<file path="src/hw/rtl/ackcw_pkg.sv">
// shared types, codes and constants of the ack congestion window controller
// no dependencies; used by the interfaces, the sequencer, the divider and the top level
package ackcw_pkg;

	// fixed field widths
	localparam int SEQ_FIELD_W = 24;
	localparam int WIN_INT_W   = 16;
	localparam int DUP_W       = 24;

	// default parameter values
	localparam int FRAC_BITS_DEF = 8;
	localparam int SEQ_BITS_DEF  = 24;

	// configuration port
	localparam int CFG_ADDR_W = 4;
	localparam int CFG_DATA_W = 32;

	typedef enum logic [1:0] {
		REG_MIN_WINDOW = 2'd0,
		REG_SSTHRESH   = 2'd1,
		REG_TOTAL      = 2'd2
	} cfg_reg_t;

	localparam logic [WIN_INT_W-1:0]   MIN_WINDOW_RST = 16'd32;
	localparam logic [WIN_INT_W-1:0]   SSTHRESH_RST   = 16'd128;
	localparam logic [SEQ_FIELD_W-1:0] TOTAL_RST      = 24'd0;

	// duplicate count that enters fast recovery
	localparam logic [DUP_W-1:0] DUP_ENTER = 24'd3;

	// program counter width of the sequencer
	localparam int PC_W = 5;

	// datapath operations of one control word
	typedef enum logic [3:0] {
		OP_NOP       = 4'd0,
		OP_WAIT      = 4'd1,
		OP_DELTA     = 4'd2,
		OP_DIV_START = 4'd3,
		OP_DIV_STEP  = 4'd4,
		OP_W_QUO     = 4'd5,
		OP_W_GROWN   = 4'd6,
		OP_NEW_ACK   = 4'd7,
		OP_TAIL_W    = 4'd8,
		OP_DUP_INC   = 4'd9,
		OP_FR_EXIT   = 4'd10,
		OP_FR_DUP    = 4'd11,
		OP_FR_ENTER  = 4'd12,
		OP_TIMEOUT   = 4'd13,
		OP_FINISH    = 4'd14,
		OP_EMIT      = 4'd15
	} op_t;

	// jump conditions of one control word
	typedef enum logic [3:0] {
		C_ALWAYS      = 4'd0,
		C_NO_ACCEPT   = 4'd1,
		C_FIN         = 4'd2,
		C_REQ         = 4'd3,
		C_ACK_TOTAL   = 4'd4,
		C_NOT_SS      = 4'd5,
		C_NOT_FR      = 4'd6,
		C_ACK_EQ_LAST = 4'd7,
		C_ACK_LT_LAST = 4'd8,
		C_GROWN_LE_TH = 4'd9,
		C_DIV_MORE    = 4'd10,
		C_DUP_NE_3    = 4'd11,
		C_OUT_FREE    = 4'd12
	} cond_t;

	typedef struct packed {
		op_t             op;
		cond_t           cond;
		logic [PC_W-1:0] target;
	} ctrl_t;

	// status flags from the datapath to the sequencer
	typedef struct packed {
		logic no_accept;
		logic fin;
		logic req;
		logic ack_total;
		logic not_ss;
		logic not_fr;
		logic ack_eq_last;
		logic ack_lt_last;
		logic grown_le_th;
		logic div_more;
		logic dup_ne_3;
		logic out_free;
	} flags_t;

	// channel payloads
	typedef struct packed {
		logic                   req_type;
		logic [SEQ_FIELD_W-1:0] ack_number;
	} evt_word_t;

	typedef struct packed {
		logic [SEQ_FIELD_W-1:0] window_base;
		logic [SEQ_FIELD_W-1:0] window_tail;
		logic [WIN_INT_W-1:0]   congestion_window;
		logic                   retransmit_valid;
		logic [SEQ_FIELD_W-1:0] retransmit_seq;
		logic                   transfer_done;
	} upd_word_t;

endpackage

</file>
<file path="src/hw/rtl/ackcw_evt_if.sv">
// valid/ready channel carrying one ack or timeout word
// depends on ackcw_pkg
interface ackcw_evt_if;
	import ackcw_pkg::*;

	logic      valid;
	logic      ready;
	evt_word_t item;

	modport source (output valid, output item, input ready);
	modport sink (input valid, input item, output ready);
endinterface

</file>
<file path="src/hw/rtl/ackcw_upd_if.sv">
// valid/ready channel carrying one window update word
// depends on ackcw_pkg
interface ackcw_upd_if;
	import ackcw_pkg::*;

	logic      valid;
	logic      ready;
	upd_word_t item;

	modport source (output valid, output item, input ready);
	modport sink (input valid, input item, output ready);
endinterface

</file>
<file path="src/hw/rtl/ack_congestion_window_control_top.sv">
// top level of the ack congestion window controller: config registers, datapath, result register
// depends on ackcw_pkg, ackcw_evt_if, ackcw_upd_if, ackcw_seq, ackcw_div
//
//  channel   dir   handshake            word
//  ack_evt   in    valid/ready          req_type, ack_number
//  win_upd   out   valid/ready          window_base .. transfer_done
//  apb       in    psel/penable/pready  min_window, slow_start_threshold, total_packets
//
// a word runs through the microcode steps from its accept to the output register; a slow-start
// ack that crosses the threshold also runs the divider loop, which dominates the time, two
// quotient bits per cycle; the next word is taken once the program is back at its wait step
// reset leaves slow start on with a zero window; no clearing pass
// a new ack word is taken only while the program waits; a finished word sits in the output
// register, and the program stalls at its emit step while that register is still full
module ack_congestion_window_control_top #(
	parameter int FRAC_BITS = ackcw_pkg::FRAC_BITS_DEF,
	parameter int SEQ_BITS  = ackcw_pkg::SEQ_BITS_DEF
) (
	input  logic                                 clk,
	input  logic                                 arst_n,
	input  logic                                 psel,
	input  logic                                 penable,
	input  logic                                 pwrite,
	input  logic [ackcw_pkg::CFG_ADDR_W-1:0]     paddr,
	input  logic [ackcw_pkg::CFG_DATA_W-1:0]     pwdata,
	output logic [ackcw_pkg::CFG_DATA_W-1:0]     prdata,
	output logic                                 pready,
	ackcw_evt_if.sink                            ack_evt,
	ackcw_upd_if.source                          win_upd
);
	import ackcw_pkg::*;

	localparam int WinW = WIN_INT_W + FRAC_BITS;
	localparam int QW   = SEQ_FIELD_W + FRAC_BITS;
	localparam int GrW  = SEQ_FIELD_W + FRAC_BITS + 2;
	localparam logic [WinW-1:0] WinMax = {WinW{1'b1}};
	localparam logic [SEQ_FIELD_W-1:0] AckMask = (SEQ_BITS >= SEQ_FIELD_W) ?
		{SEQ_FIELD_W{1'b1}} : SEQ_FIELD_W'((64'd1 << SEQ_BITS) - 64'd1);

	// configuration registers
	logic [WIN_INT_W-1:0]   min_win_q;
	logic [WIN_INT_W-1:0]   ssthresh_q;
	logic [SEQ_FIELD_W-1:0] total_q;
	cfg_reg_t               reg_idx;

	// controller state
	logic [WinW-1:0]        win_q;
	logic [SEQ_FIELD_W-1:0] last_q;
	logic [DUP_W-1:0]       dup_q;
	logic                   ss_q;
	logic                   fr_q;
	logic [SEQ_BITS-1:0]    base_q;
	logic [SEQ_BITS-1:0]    tail_q;
	logic                   fin_q;

	// working registers of one word
	logic                   req_q;
	logic [SEQ_FIELD_W-1:0] ack_q;
	logic [SEQ_FIELD_W-1:0] delta_q;
	logic [GrW-1:0]         grown_q;
	logic                   rt_q;

	// result register
	logic                   upd_valid_q;
	upd_word_t              upd_q;

	ctrl_t                  cw;
	flags_t                 flags;
	logic                   accept;
	logic                   out_free;
	logic [WIN_INT_W-1:0]   win_int;
	logic [QW-1:0]          quo;
	logic                   div_more;
	logic [SEQ_FIELD_W-1:0] delta_now;
	logic [GrW-1:0]         grown_now;
	logic [QW:0]            sum_quo;
	logic [WinW:0]          sum_one;
	logic [WinW-1:0]        min_fixed;
	logic [WinW-1:0]        ss_fixed;

	// apb register file
	assign pready  = 1'b1;
	assign reg_idx = cfg_reg_t'(paddr[CFG_ADDR_W-1:2]);

	always_ff @(posedge clk or negedge arst_n) begin
		if (!arst_n) begin
			min_win_q  <= MIN_WINDOW_RST;
			ssthresh_q <= SSTHRESH_RST;
			total_q    <= TOTAL_RST;
		end else if (psel && penable && pwrite) begin
			unique case (reg_idx)
				REG_MIN_WINDOW: min_win_q  <= pwdata[WIN_INT_W-1:0];
				REG_SSTHRESH:   ssthresh_q <= pwdata[WIN_INT_W-1:0];
				REG_TOTAL:      total_q    <= pwdata[SEQ_FIELD_W-1:0];
				default:        ;
			endcase
		end
	end

	always_comb begin
		unique case (reg_idx)
			REG_MIN_WINDOW: prdata = CFG_DATA_W'(min_win_q);
			REG_SSTHRESH:   prdata = CFG_DATA_W'(ssthresh_q);
			REG_TOTAL:      prdata = CFG_DATA_W'(total_q);
			default:        prdata = '0;
		endcase
	end

	// sequencer and divider
	ackcw_seq u_seq (
		.clk    (clk),
		.arst_n (arst_n),
		.flags  (flags),
		.cw     (cw)
	);

	ackcw_div #(
		.FRAC_BITS (FRAC_BITS)
	) u_div (
		.clk     (clk),
		.arst_n  (arst_n),
		.start   (cw.op == OP_DIV_START),
		.step    (cw.op == OP_DIV_STEP),
		.delta   (delta_q),
		.win_int (win_int),
		.quo     (quo),
		.more    (div_more)
	);

	// handshakes
	assign ack_evt.ready = (cw.op == OP_WAIT);
	assign accept        = ack_evt.valid && ack_evt.ready;
	assign out_free      = !upd_valid_q || win_upd.ready;
	assign win_upd.valid = upd_valid_q;
	assign win_upd.item  = upd_q;

	// datapath arithmetic
	assign win_int   = win_q[WinW-1:FRAC_BITS];
	assign delta_now = ack_q - last_q;
	assign grown_now = GrW'(win_q) + (GrW'(delta_now) << (FRAC_BITS + 1));
	assign sum_quo   = (QW + 1)'(win_q) + (QW + 1)'(quo);
	assign sum_one   = {1'b0, win_q} + ((WinW + 1)'(1) << FRAC_BITS);
	assign min_fixed = {min_win_q, {FRAC_BITS{1'b0}}};
	assign ss_fixed  = {ssthresh_q, {FRAC_BITS{1'b0}}};

	// status flags for the jump conditions
	always_comb begin
		flags.no_accept   = !accept;
		flags.fin         = fin_q;
		flags.req         = req_q;
		flags.ack_total   = (ack_q == total_q);
		flags.not_ss      = !ss_q;
		flags.not_fr      = !fr_q;
		flags.ack_eq_last = (ack_q == last_q);
		flags.ack_lt_last = (ack_q < last_q);
		flags.grown_le_th = (grown_q <= (GrW'(ssthresh_q) << FRAC_BITS));
		flags.div_more    = div_more;
		flags.dup_ne_3    = (dup_q != DUP_ENTER);
		flags.out_free    = out_free;
	end

	// controller state updates, one operation per step
	always_ff @(posedge clk or negedge arst_n) begin
		if (!arst_n) begin
			win_q  <= '0;
			last_q <= '0;
			dup_q  <= '0;
			ss_q   <= 1'b1;
			fr_q   <= 1'b0;
			base_q <= '0;
			tail_q <= '0;
			fin_q  <= 1'b0;
			rt_q   <= 1'b0;
		end else begin
			unique case (cw.op)
				OP_WAIT: begin
					if (accept) begin
						rt_q <= 1'b0;
					end
				end
				OP_W_QUO: begin
					win_q <= (sum_quo > (QW + 1)'(WinMax)) ? WinMax : WinW'(sum_quo);
				end
				OP_W_GROWN: begin
					win_q <= (grown_q > GrW'(WinMax)) ? WinMax : WinW'(grown_q);
				end
				OP_NEW_ACK: begin
					dup_q  <= '0;
					base_q <= base_q + SEQ_BITS'(delta_q);
					last_q <= ack_q;
				end
				OP_TAIL_W: begin
					tail_q <= base_q + SEQ_BITS'(win_int) - SEQ_BITS'(1);
				end
				OP_DUP_INC: begin
					if (dup_q != {DUP_W{1'b1}}) begin
						dup_q <= dup_q + DUP_W'(1);
					end
				end
				OP_FR_EXIT: begin
					win_q <= ss_fixed;
					ss_q  <= 1'b1;
					fr_q  <= 1'b0;
				end
				OP_FR_DUP: begin
					win_q  <= (sum_one > (WinW + 1)'(WinMax)) ? WinMax : WinW'(sum_one);
					tail_q <= tail_q + SEQ_BITS'(1);
					rt_q   <= 1'b1;
					if (dup_q != {DUP_W{1'b1}}) begin
						dup_q <= dup_q + DUP_W'(1);
					end
				end
				OP_FR_ENTER: begin
					win_q <= min_fixed;
					fr_q  <= 1'b1;
					ss_q  <= 1'b0;
					rt_q  <= 1'b1;
				end
				OP_TIMEOUT: begin
					win_q  <= min_fixed;
					dup_q  <= '0;
					ss_q   <= 1'b1;
					fr_q   <= 1'b0;
					tail_q <= base_q;
				end
				OP_FINISH: begin
					fin_q <= 1'b1;
				end
				default: ;
			endcase
		end
	end

	// working registers of the current word
	always_ff @(posedge clk) begin
		if (accept) begin
			req_q <= ack_evt.item.req_type;
			ack_q <= ack_evt.item.ack_number & AckMask;
		end
		if (cw.op == OP_DELTA || cw.op == OP_FR_EXIT) begin
			delta_q <= delta_now;
		end
		if (cw.op == OP_DELTA) begin
			grown_q <= grown_now;
		end
	end

	// result register
	always_ff @(posedge clk or negedge arst_n) begin
		if (!arst_n) begin
			upd_valid_q <= 1'b0;
		end else if (cw.op == OP_EMIT && out_free) begin
			upd_valid_q <= 1'b1;
		end else if (win_upd.ready) begin
			upd_valid_q <= 1'b0;
		end
	end

	always_ff @(posedge clk) begin
		if (cw.op == OP_EMIT && out_free) begin
			upd_q.window_base       <= SEQ_FIELD_W'(base_q);
			upd_q.window_tail       <= SEQ_FIELD_W'(tail_q);
			upd_q.congestion_window <= win_int;
			upd_q.retransmit_valid  <= rt_q;
			upd_q.retransmit_seq    <= rt_q ? ((ack_q + SEQ_FIELD_W'(1)) & AckMask) : '0;
			upd_q.transfer_done     <= fin_q;
		end
	end

endmodule

</file>
<file path="src/hw/rtl/ackcw_seq.sv">
// microcode sequencer: program rom, step counter and conditional jumps
// depends on ackcw_pkg
module ackcw_seq (
	input  logic            clk,
	input  logic            arst_n,
	input  ackcw_pkg::flags_t flags,
	output ackcw_pkg::ctrl_t  cw
);
	import ackcw_pkg::*;

	// program labels
	localparam logic [PC_W-1:0] S_WAIT    = 5'd0;
	localparam logic [PC_W-1:0] S_SSGROWN = 5'd12;
	localparam logic [PC_W-1:0] S_SSNEW   = 5'd13;
	localparam logic [PC_W-1:0] S_SSDUP   = 5'd15;
	localparam logic [PC_W-1:0] S_FRCHK   = 5'd16;
	localparam logic [PC_W-1:0] S_FRDUP   = 5'd22;
	localparam logic [PC_W-1:0] S_DUP3    = 5'd23;
	localparam logic [PC_W-1:0] S_TMO     = 5'd26;
	localparam logic [PC_W-1:0] S_DONE    = 5'd27;
	localparam logic [PC_W-1:0] S_EMIT    = 5'd28;

	logic [PC_W-1:0] pc_q;
	logic            take;

	// program: one word per step, jump to target when the condition holds
	function automatic ctrl_t rom(input logic [PC_W-1:0] a);
		ctrl_t w;
		begin
			w = '{op: OP_WAIT, cond: C_NO_ACCEPT, target: S_WAIT};
			case (a)
				5'd0:  w = '{op: OP_WAIT,      cond: C_NO_ACCEPT,   target: S_WAIT};
				5'd1:  w = '{op: OP_NOP,       cond: C_FIN,         target: S_EMIT};
				5'd2:  w = '{op: OP_NOP,       cond: C_REQ,         target: S_TMO};
				5'd3:  w = '{op: OP_NOP,       cond: C_ACK_TOTAL,   target: S_DONE};
				5'd4:  w = '{op: OP_NOP,       cond: C_NOT_SS,      target: S_FRCHK};
				5'd5:  w = '{op: OP_NOP,       cond: C_ACK_EQ_LAST, target: S_SSDUP};
				5'd6:  w = '{op: OP_NOP,       cond: C_ACK_LT_LAST, target: S_DUP3};
				5'd7:  w = '{op: OP_DELTA,     cond: C_ALWAYS,      target: 5'd8};
				5'd8:  w = '{op: OP_NOP,       cond: C_GROWN_LE_TH, target: S_SSGROWN};
				5'd9:  w = '{op: OP_DIV_START, cond: C_ALWAYS,      target: 5'd10};
				5'd10: w = '{op: OP_DIV_STEP,  cond: C_DIV_MORE,    target: 5'd10};
				5'd11: w = '{op: OP_W_QUO,     cond: C_ALWAYS,      target: S_SSNEW};
				5'd12: w = '{op: OP_W_GROWN,   cond: C_ALWAYS,      target: S_SSNEW};
				5'd13: w = '{op: OP_NEW_ACK,   cond: C_ALWAYS,      target: 5'd14};
				5'd14: w = '{op: OP_TAIL_W,    cond: C_ALWAYS,      target: S_DUP3};
				5'd15: w = '{op: OP_DUP_INC,   cond: C_ALWAYS,      target: S_DUP3};
				5'd16: w = '{op: OP_NOP,       cond: C_NOT_FR,      target: S_DUP3};
				5'd17: w = '{op: OP_NOP,       cond: C_ACK_LT_LAST, target: S_DUP3};
				5'd18: w = '{op: OP_NOP,       cond: C_ACK_EQ_LAST, target: S_FRDUP};
				5'd19: w = '{op: OP_FR_EXIT,   cond: C_ALWAYS,      target: 5'd20};
				5'd20: w = '{op: OP_NEW_ACK,   cond: C_ALWAYS,      target: 5'd21};
				5'd21: w = '{op: OP_TAIL_W,    cond: C_ALWAYS,      target: S_DUP3};
				5'd22: w = '{op: OP_FR_DUP,    cond: C_ALWAYS,      target: S_DUP3};
				5'd23: w = '{op: OP_NOP,       cond: C_DUP_NE_3,    target: S_EMIT};
				5'd24: w = '{op: OP_FR_ENTER,  cond: C_ALWAYS,      target: 5'd25};
				5'd25: w = '{op: OP_TAIL_W,    cond: C_ALWAYS,      target: S_EMIT};
				5'd26: w = '{op: OP_TIMEOUT,   cond: C_ALWAYS,      target: S_EMIT};
				5'd27: w = '{op: OP_FINISH,    cond: C_ALWAYS,      target: S_EMIT};
				5'd28: w = '{op: OP_EMIT,      cond: C_OUT_FREE,    target: S_WAIT};
				5'd29: w = '{op: OP_NOP,       cond: C_ALWAYS,      target: S_EMIT};
				default: w = '{op: OP_NOP,     cond: C_ALWAYS,      target: S_WAIT};
			endcase
			return w;
		end
	endfunction

	assign cw = rom(pc_q);

	// condition select
	always_comb begin
		unique case (cw.cond)
			C_ALWAYS:      take = 1'b1;
			C_NO_ACCEPT:   take = flags.no_accept;
			C_FIN:         take = flags.fin;
			C_REQ:         take = flags.req;
			C_ACK_TOTAL:   take = flags.ack_total;
			C_NOT_SS:      take = flags.not_ss;
			C_NOT_FR:      take = flags.not_fr;
			C_ACK_EQ_LAST: take = flags.ack_eq_last;
			C_ACK_LT_LAST: take = flags.ack_lt_last;
			C_GROWN_LE_TH: take = flags.grown_le_th;
			C_DIV_MORE:    take = flags.div_more;
			C_DUP_NE_3:    take = flags.dup_ne_3;
			C_OUT_FREE:    take = flags.out_free;
			default:       take = 1'b1;
		endcase
	end

	// step counter
	always_ff @(posedge clk or negedge arst_n) begin
		if (!arst_n) begin
			pc_q <= S_WAIT;
		end else if (take) begin
			pc_q <= cw.target;
		end else begin
			pc_q <= pc_q + 5'd1;
		end
	end

endmodule

</file>
<file path="src/hw/rtl/ackcw_div.sv">
// radix-4 restoring divider, two quotient bits per cycle while step is high
// depends on ackcw_pkg; computes (delta << FRAC_BITS) / max(1, window integer part)
module ackcw_div #(
	parameter int FRAC_BITS = ackcw_pkg::FRAC_BITS_DEF
) (
	input  logic                                         clk,
	input  logic                                         arst_n,
	input  logic                                         start,
	input  logic                                         step,
	input  logic [ackcw_pkg::SEQ_FIELD_W-1:0]            delta,
	input  logic [ackcw_pkg::WIN_INT_W-1:0]              win_int,
	output logic [ackcw_pkg::SEQ_FIELD_W+FRAC_BITS-1:0]  quo,
	output logic                                         more
);
	import ackcw_pkg::*;

	localparam int QW    = SEQ_FIELD_W + FRAC_BITS;
	localparam int DvW   = QW + (QW % 2);
	localparam int Steps = DvW / 2;
	localparam int CntW  = $clog2(Steps + 1);

	logic [DvW-1:0]       qr_q;
	logic [WIN_INT_W-1:0] rem_q;
	logic [WIN_INT_W-1:0] dvs_q;
	logic [CntW-1:0]      cnt_q;

	logic [WIN_INT_W:0]   p1, p2;
	logic [WIN_INT_W-1:0] r1, r2;
	logic                 b1, b2;

	// two dependent compare-subtract steps
	always_comb begin
		p1 = {rem_q, qr_q[DvW-1]};
		b1 = (p1 >= {1'b0, dvs_q});
		r1 = b1 ? WIN_INT_W'(p1 - {1'b0, dvs_q}) : p1[WIN_INT_W-1:0];
		p2 = {r1, qr_q[DvW-2]};
		b2 = (p2 >= {1'b0, dvs_q});
		r2 = b2 ? WIN_INT_W'(p2 - {1'b0, dvs_q}) : p2[WIN_INT_W-1:0];
	end

	// dividend/quotient shift register and remainder
	always_ff @(posedge clk) begin
		if (start) begin
			qr_q  <= DvW'({delta, {FRAC_BITS{1'b0}}});
			rem_q <= '0;
			dvs_q <= (win_int == '0) ? WIN_INT_W'(1) : win_int;
		end else if (step) begin
			qr_q  <= {qr_q[DvW-3:0], b1, b2};
			rem_q <= r2;
		end
	end

	// iteration count
	always_ff @(posedge clk or negedge arst_n) begin
		if (!arst_n) begin
			cnt_q <= '0;
		end else if (start) begin
			cnt_q <= CntW'(Steps);
		end else if (step && cnt_q != '0) begin
			cnt_q <= cnt_q - CntW'(1);
		end
	end

	assign quo  = qr_q[QW-1:0];
	assign more = (cnt_q != CntW'(1));

endmodule

</file>
<file path="src/flat_wrapper.sv">
// flat-port wrapper written by rule: the top's interface ports become plain ports
module ack_congestion_window_control_top_flat import ackcw_pkg::*;
#(
	parameter int FRAC_BITS = ackcw_pkg::FRAC_BITS_DEF,
	parameter int SEQ_BITS  = ackcw_pkg::SEQ_BITS_DEF
)
  (clk, arst_n, psel, penable, pwrite, paddr, pwdata, prdata, pready, ack_evt_valid, ack_evt_item, ack_evt_ready, win_upd_valid, win_upd_item, win_upd_ready);
  ackcw_evt_if ack_evt_i ();
  ackcw_upd_if win_upd_i ();
  input  logic clk;
  input  logic arst_n;
  input  logic psel;
  input  logic penable;
  input  logic pwrite;
  input  logic [ackcw_pkg::CFG_ADDR_W-1:0] paddr;
  input  logic [ackcw_pkg::CFG_DATA_W-1:0] pwdata;
  output logic [ackcw_pkg::CFG_DATA_W-1:0] prdata;
  output logic pready;
  input wire logic [$bits(ack_evt_i.valid)-1:0] ack_evt_valid;
  input wire logic [$bits(ack_evt_i.item)-1:0] ack_evt_item;
  output wire logic [$bits(ack_evt_i.ready)-1:0] ack_evt_ready;
  output wire logic [$bits(win_upd_i.valid)-1:0] win_upd_valid;
  output wire logic [$bits(win_upd_i.item)-1:0] win_upd_item;
  input wire logic [$bits(win_upd_i.ready)-1:0] win_upd_ready;
  assign ack_evt_i.valid = ack_evt_valid;
  assign ack_evt_i.item = ack_evt_item;
  assign ack_evt_ready = ack_evt_i.ready;
  assign win_upd_valid = win_upd_i.valid;
  assign win_upd_item = win_upd_i.item;
  assign win_upd_i.ready = win_upd_ready;
  ack_congestion_window_control_top #(.FRAC_BITS(FRAC_BITS), .SEQ_BITS(SEQ_BITS)) u_core (.clk(clk), .arst_n(arst_n), .psel(psel), .penable(penable), .pwrite(pwrite), .paddr(paddr), .pwdata(pwdata), .prdata(prdata), .pready(pready), .ack_evt(ack_evt_i), .win_upd(win_upd_i));
endmodule
</file>
<file path="config.mk">
export PLATFORM = sky130hd
export DESIGN_NAME = ack_congestion_window_control_top_flat
export DESIGN_NICKNAME = d
export VERILOG_FILES = /design/src/hw/rtl/ackcw_pkg.sv /design/src/hw/rtl/ackcw_evt_if.sv /design/src/hw/rtl/ackcw_upd_if.sv /design/src/hw/rtl/ack_congestion_window_control_top.sv /design/src/hw/rtl/ackcw_seq.sv /design/src/hw/rtl/ackcw_div.sv /design/src/flat_wrapper.sv
export SDC_FILE = /design/constraint.sdc
export NUM_CORES = 1
export LEC_CHECK = 0
export BUFFER_PORTS_ARGS = -buffer_cell sky130_fd_sc_hd__buf_2
export CAP_MARGIN = 20
export CORE_MARGIN = 1
export CORE_UTILIZATION = 60
export CTS_BUF_LIST = sky130_fd_sc_hd__clkbuf_4
export CTS_CLUSTER_SIZE = 24
export DETAILED_ROUTE_END_ITERATION = 7
export PLACE_DENSITY = 0.8
export SYNTH_ARGS = -nofsm -noshare
export SYNTH_HDL_FRONTEND = slang
export SYNTH_HIERARCHICAL = 1
export SYNTH_SLANG_ARGS = --single-unit
</file>
<file path="constraint.sdc">
create_clock -name clk -period 12.2 [get_ports clk]
set_input_delay 0 -clock clk [delete_from_list [all_inputs] [get_ports clk]]
set_output_delay 0 -clock clk [all_outputs]
set_load 0.1 [all_outputs]
</file>
==> impl_metrics.toml <==
[place]
gp_congestion = 0.983
port_buffers = 173
dpl.hpwl_um = 57000

[floorplan]
die-area_mm2 = 0.0470
core_mm2 = 0.0455
start_util_pct = 60.9
die_h_um = 217
die_width_um = 217
num_io_pins = 193
rows = 78

[clock_tree]
cts_buffers = 110
cts_tree = "built"
postCtsSetupRepairBufs = 0
cts_hold_buf = 113
clkSinkCount = 428
cts-root-buf = "clkbuf_4"
cts-resized-gates = 0
clock_latency_ns = 0.91
cts_max_level = 3
cts.path.max_buffers = 3
clk_pin_slew_worst_paths_ns = 0.07

[sta]
finalCritPeriodShare_pct = 44.9
setup_violations = 0
clock_skew_ns = 0.0684
worstMarginPinSlew_ns = 1.00
period_minus_slack_ns = 5.48
final_hold_viol_count = 0
fmax_mhz = 182
relSlewSlack_pct = 32.8
tns_ns = 0
rsz0062_at_grt = "no"
finalMaxSlewViolations = 0

[route]
via_per_inst = 6.21
first_iter_violations = 1940
avgRoutedWirePerCell_um = 21.3
wl_um = 81200
drc = 0
num_vias = 23700
firstDrtPassIters = 5
ant_nets = 0

[global_route]
grt_first_pass_wirelength_um = 127000
overflow = 0
grt_max_degree = 77
first_global_vias = 23300
antenna_found_initial = 3
grtUsageTotal_pct = 34.5

[synthesis]
synth_common_cells = "edfxtp_1 (213), o21ai_0 (203), inv_1 (195), nor2_1 (190), ha_1 (189)"
synth-main-ff-cell = "edfxtp_1"
ys_seq_elements = 428
netlist_area_mm2 = 0.0277
yosysUniqueCellTypes = 119
synth-edff-count = 213
syn_area_per_cell_um2 = 9.90
synth_top_area_share_pct = 23.1
synth.area.top_cells = "edfxtp_1 (23%), dfrtp_1 (17%), ha_1 (8.5%), mux2_2 (3.8%), o21ai_0 (3.7%)"
yosysSeqAreaShare_pct = 42.1
yosysMostFrequentCell = "edfxtp_1"
synth_area_leader_cell = "edfxtp_1"
syn_inst = 2795
async_flop_share_pct = 44.6
ys_warn_count = 6

[worst_setup_path]
worstSetupEndpointType = "register"
cp_max_fo = 19
cpPeakStageDelay_ns = 0.63
crit_type = "register to register"
worstPathCellList = "inv_1, ha_1, nor2b_1, o2111ai_1, nand4_1, a41oi_2, a21oi_4, mux2_2, ha_1, o21ai_1, a21oi_1, o311a_1, o31ai_1, a211oi_1, a211oi_2, buf_4, mux2_1, a211oi_1"
cp-startpoint = "u_core/u_div/dvs_q[1]"
arrival_ns = 6.25
r2r-start = "u_core/u_div/dvs_q[1]"
cp_top_family = "compound AO/OA/AOI/OAI gates"
path_buf_inv = 2
cp.required_ns = 12.96
critPathSlowestCell = "a21oi_4"
cp-start-kind = "register"

[finish]
layout-drive-gt1-share_pct = 18.0
fillers = 3425
regArea_mm2 = 0.0117
nNetsFinal = 3376
area_growth_pct = 14.7
multiInputGateArea_mm2 = 0.0148

[flow_run]
drv_cap = 0

[status]
status = "finished, final reports clean"

[worst_hold_path]
hp-class = "input pin to register"
min-delay-start = "paddr[3]"
==> worst register-to-register path: cells and delay by family, from the launching register on <==
family / cells / cell delay, ns
AO/OA/AOI/OAI: 10 / 2.63
multiplexers: 2 / 0.81
adder cells (fa/ha/maj): 2 / 0.70
AND/OR/NAND/NOR: 2 / 0.51
buffers and inverters: 2 / 0.43
flip-flops: 1 / 0.32
==> state kept, by name, summed over array words and instances (netlist names), 5 cells and up <==
name,cells
u_core/last_q,24
u_core/grown_q,34
u_core/win_q,24
u_core/ssthresh_q,16
u_core/base_q,24
u_core/u_seq/pc_q,5
u_core/u_div/quo,32
u_core/ack_q,24
u_core/dup_q,24
u_core/total_q,24
u_core/u_div/dvs_q,16
u_core/min_win_q,16
u_core/u_div/rem_q,16
u_core/win_upd.item,90
u_core/delta_q,24
u_core/tail_q,24
u_core/u_div/cnt_q,5
==> final timing paths <==
check                                              to  slack, ns  cells past startpoint
worst max-delay path            u_core/u_div/rem_q[0]       6.72                     18
worst min-delay path               u_core/total_q[11]       0.13                      4
worst max register to register  u_core/u_div/rem_q[0]       6.72                     18
worst min register to register      u_core/last_q[22]       0.50                      2
max in group asynchronous             u_core/win_q[3]      10.42                      5
min in group asynchronous         u_core/min_win_q[5]       0.22                      3
==> placed cells by master (no fill, tap or decap), types with 67 or more instances in the layout <==
| cell | n |
|---|---|
| edfxtp_1 | 213 |
| xor2_1 | 91 |
| dlygate4sd3_1 | 113 |
| clkbuf_4 | 163 |
| a21oi_1 | 144 |
| inv_1 | 195 |
| o21ai_0 | 201 |
| dfrtp_1 | 188 |
| nand3_1 | 67 |
| mux2_2 | 94 |
| nand2_1 | 186 |
| nor2_1 | 189 |
| xnor2_1 | 105 |
| buf_2 | 172 |
| ha_1 | 189 |
==> final cells by class <==
class	count	area share (%)
multi-input combinational	2057	46.5
sequential	428	36.7
timing repair buffer	317	7.24
clock buffer	163	3.85
tap	600	2.36
inverter	198	2.34
clock inverter	47	0.962
antenna	3	0.0236
==> cell families after synthesis <==
family	synth area share, %
xor gates and xnor gates	6.32
adders and majority gates	9.05
muxes	5.88
buffers and inverters	4.77
DFF	42.1
other	0.0271
and+or+nand+nor	14.2
AOI/OAI and AO/OA	17.6
==> metrics by stage <==
step | utilization (%) | setup slack [ns] | instance area (µm²) | hold slack, ns | instances
2_1_floorplan | - | 3.01 | 27700 | -0.296 | 2802
3_3_place_gp | 63.7 | 7.05 | 29000 | 0.0539 | 3481
3_5_place_dp | 63.7 | 6.87 | 29000 | 0.0633 | 3481
4_1_cts | 69.6 | 6.80 | 31700 | 0.0256 | 3804
5_1_grt | 69.8 | 6.45 | 31700 | 0.0862 | 3813
6_report | 69.8 | 6.72 | 31700 | 0.133 | 3813
==> routing by layer <==
layer,GRT usage [%],vias up,share of wire [%]
li1,-,10900,-
met1,42.8,11400,40
met2,56.5,1105,47
met3,6.48,274,7.3
met4,20.1,0,6.0
met5,0,-,0
Power is left out: the tool's default activity adds up to more than one toggle a clock period on the data nets, which glitch-free logic cannot reach.
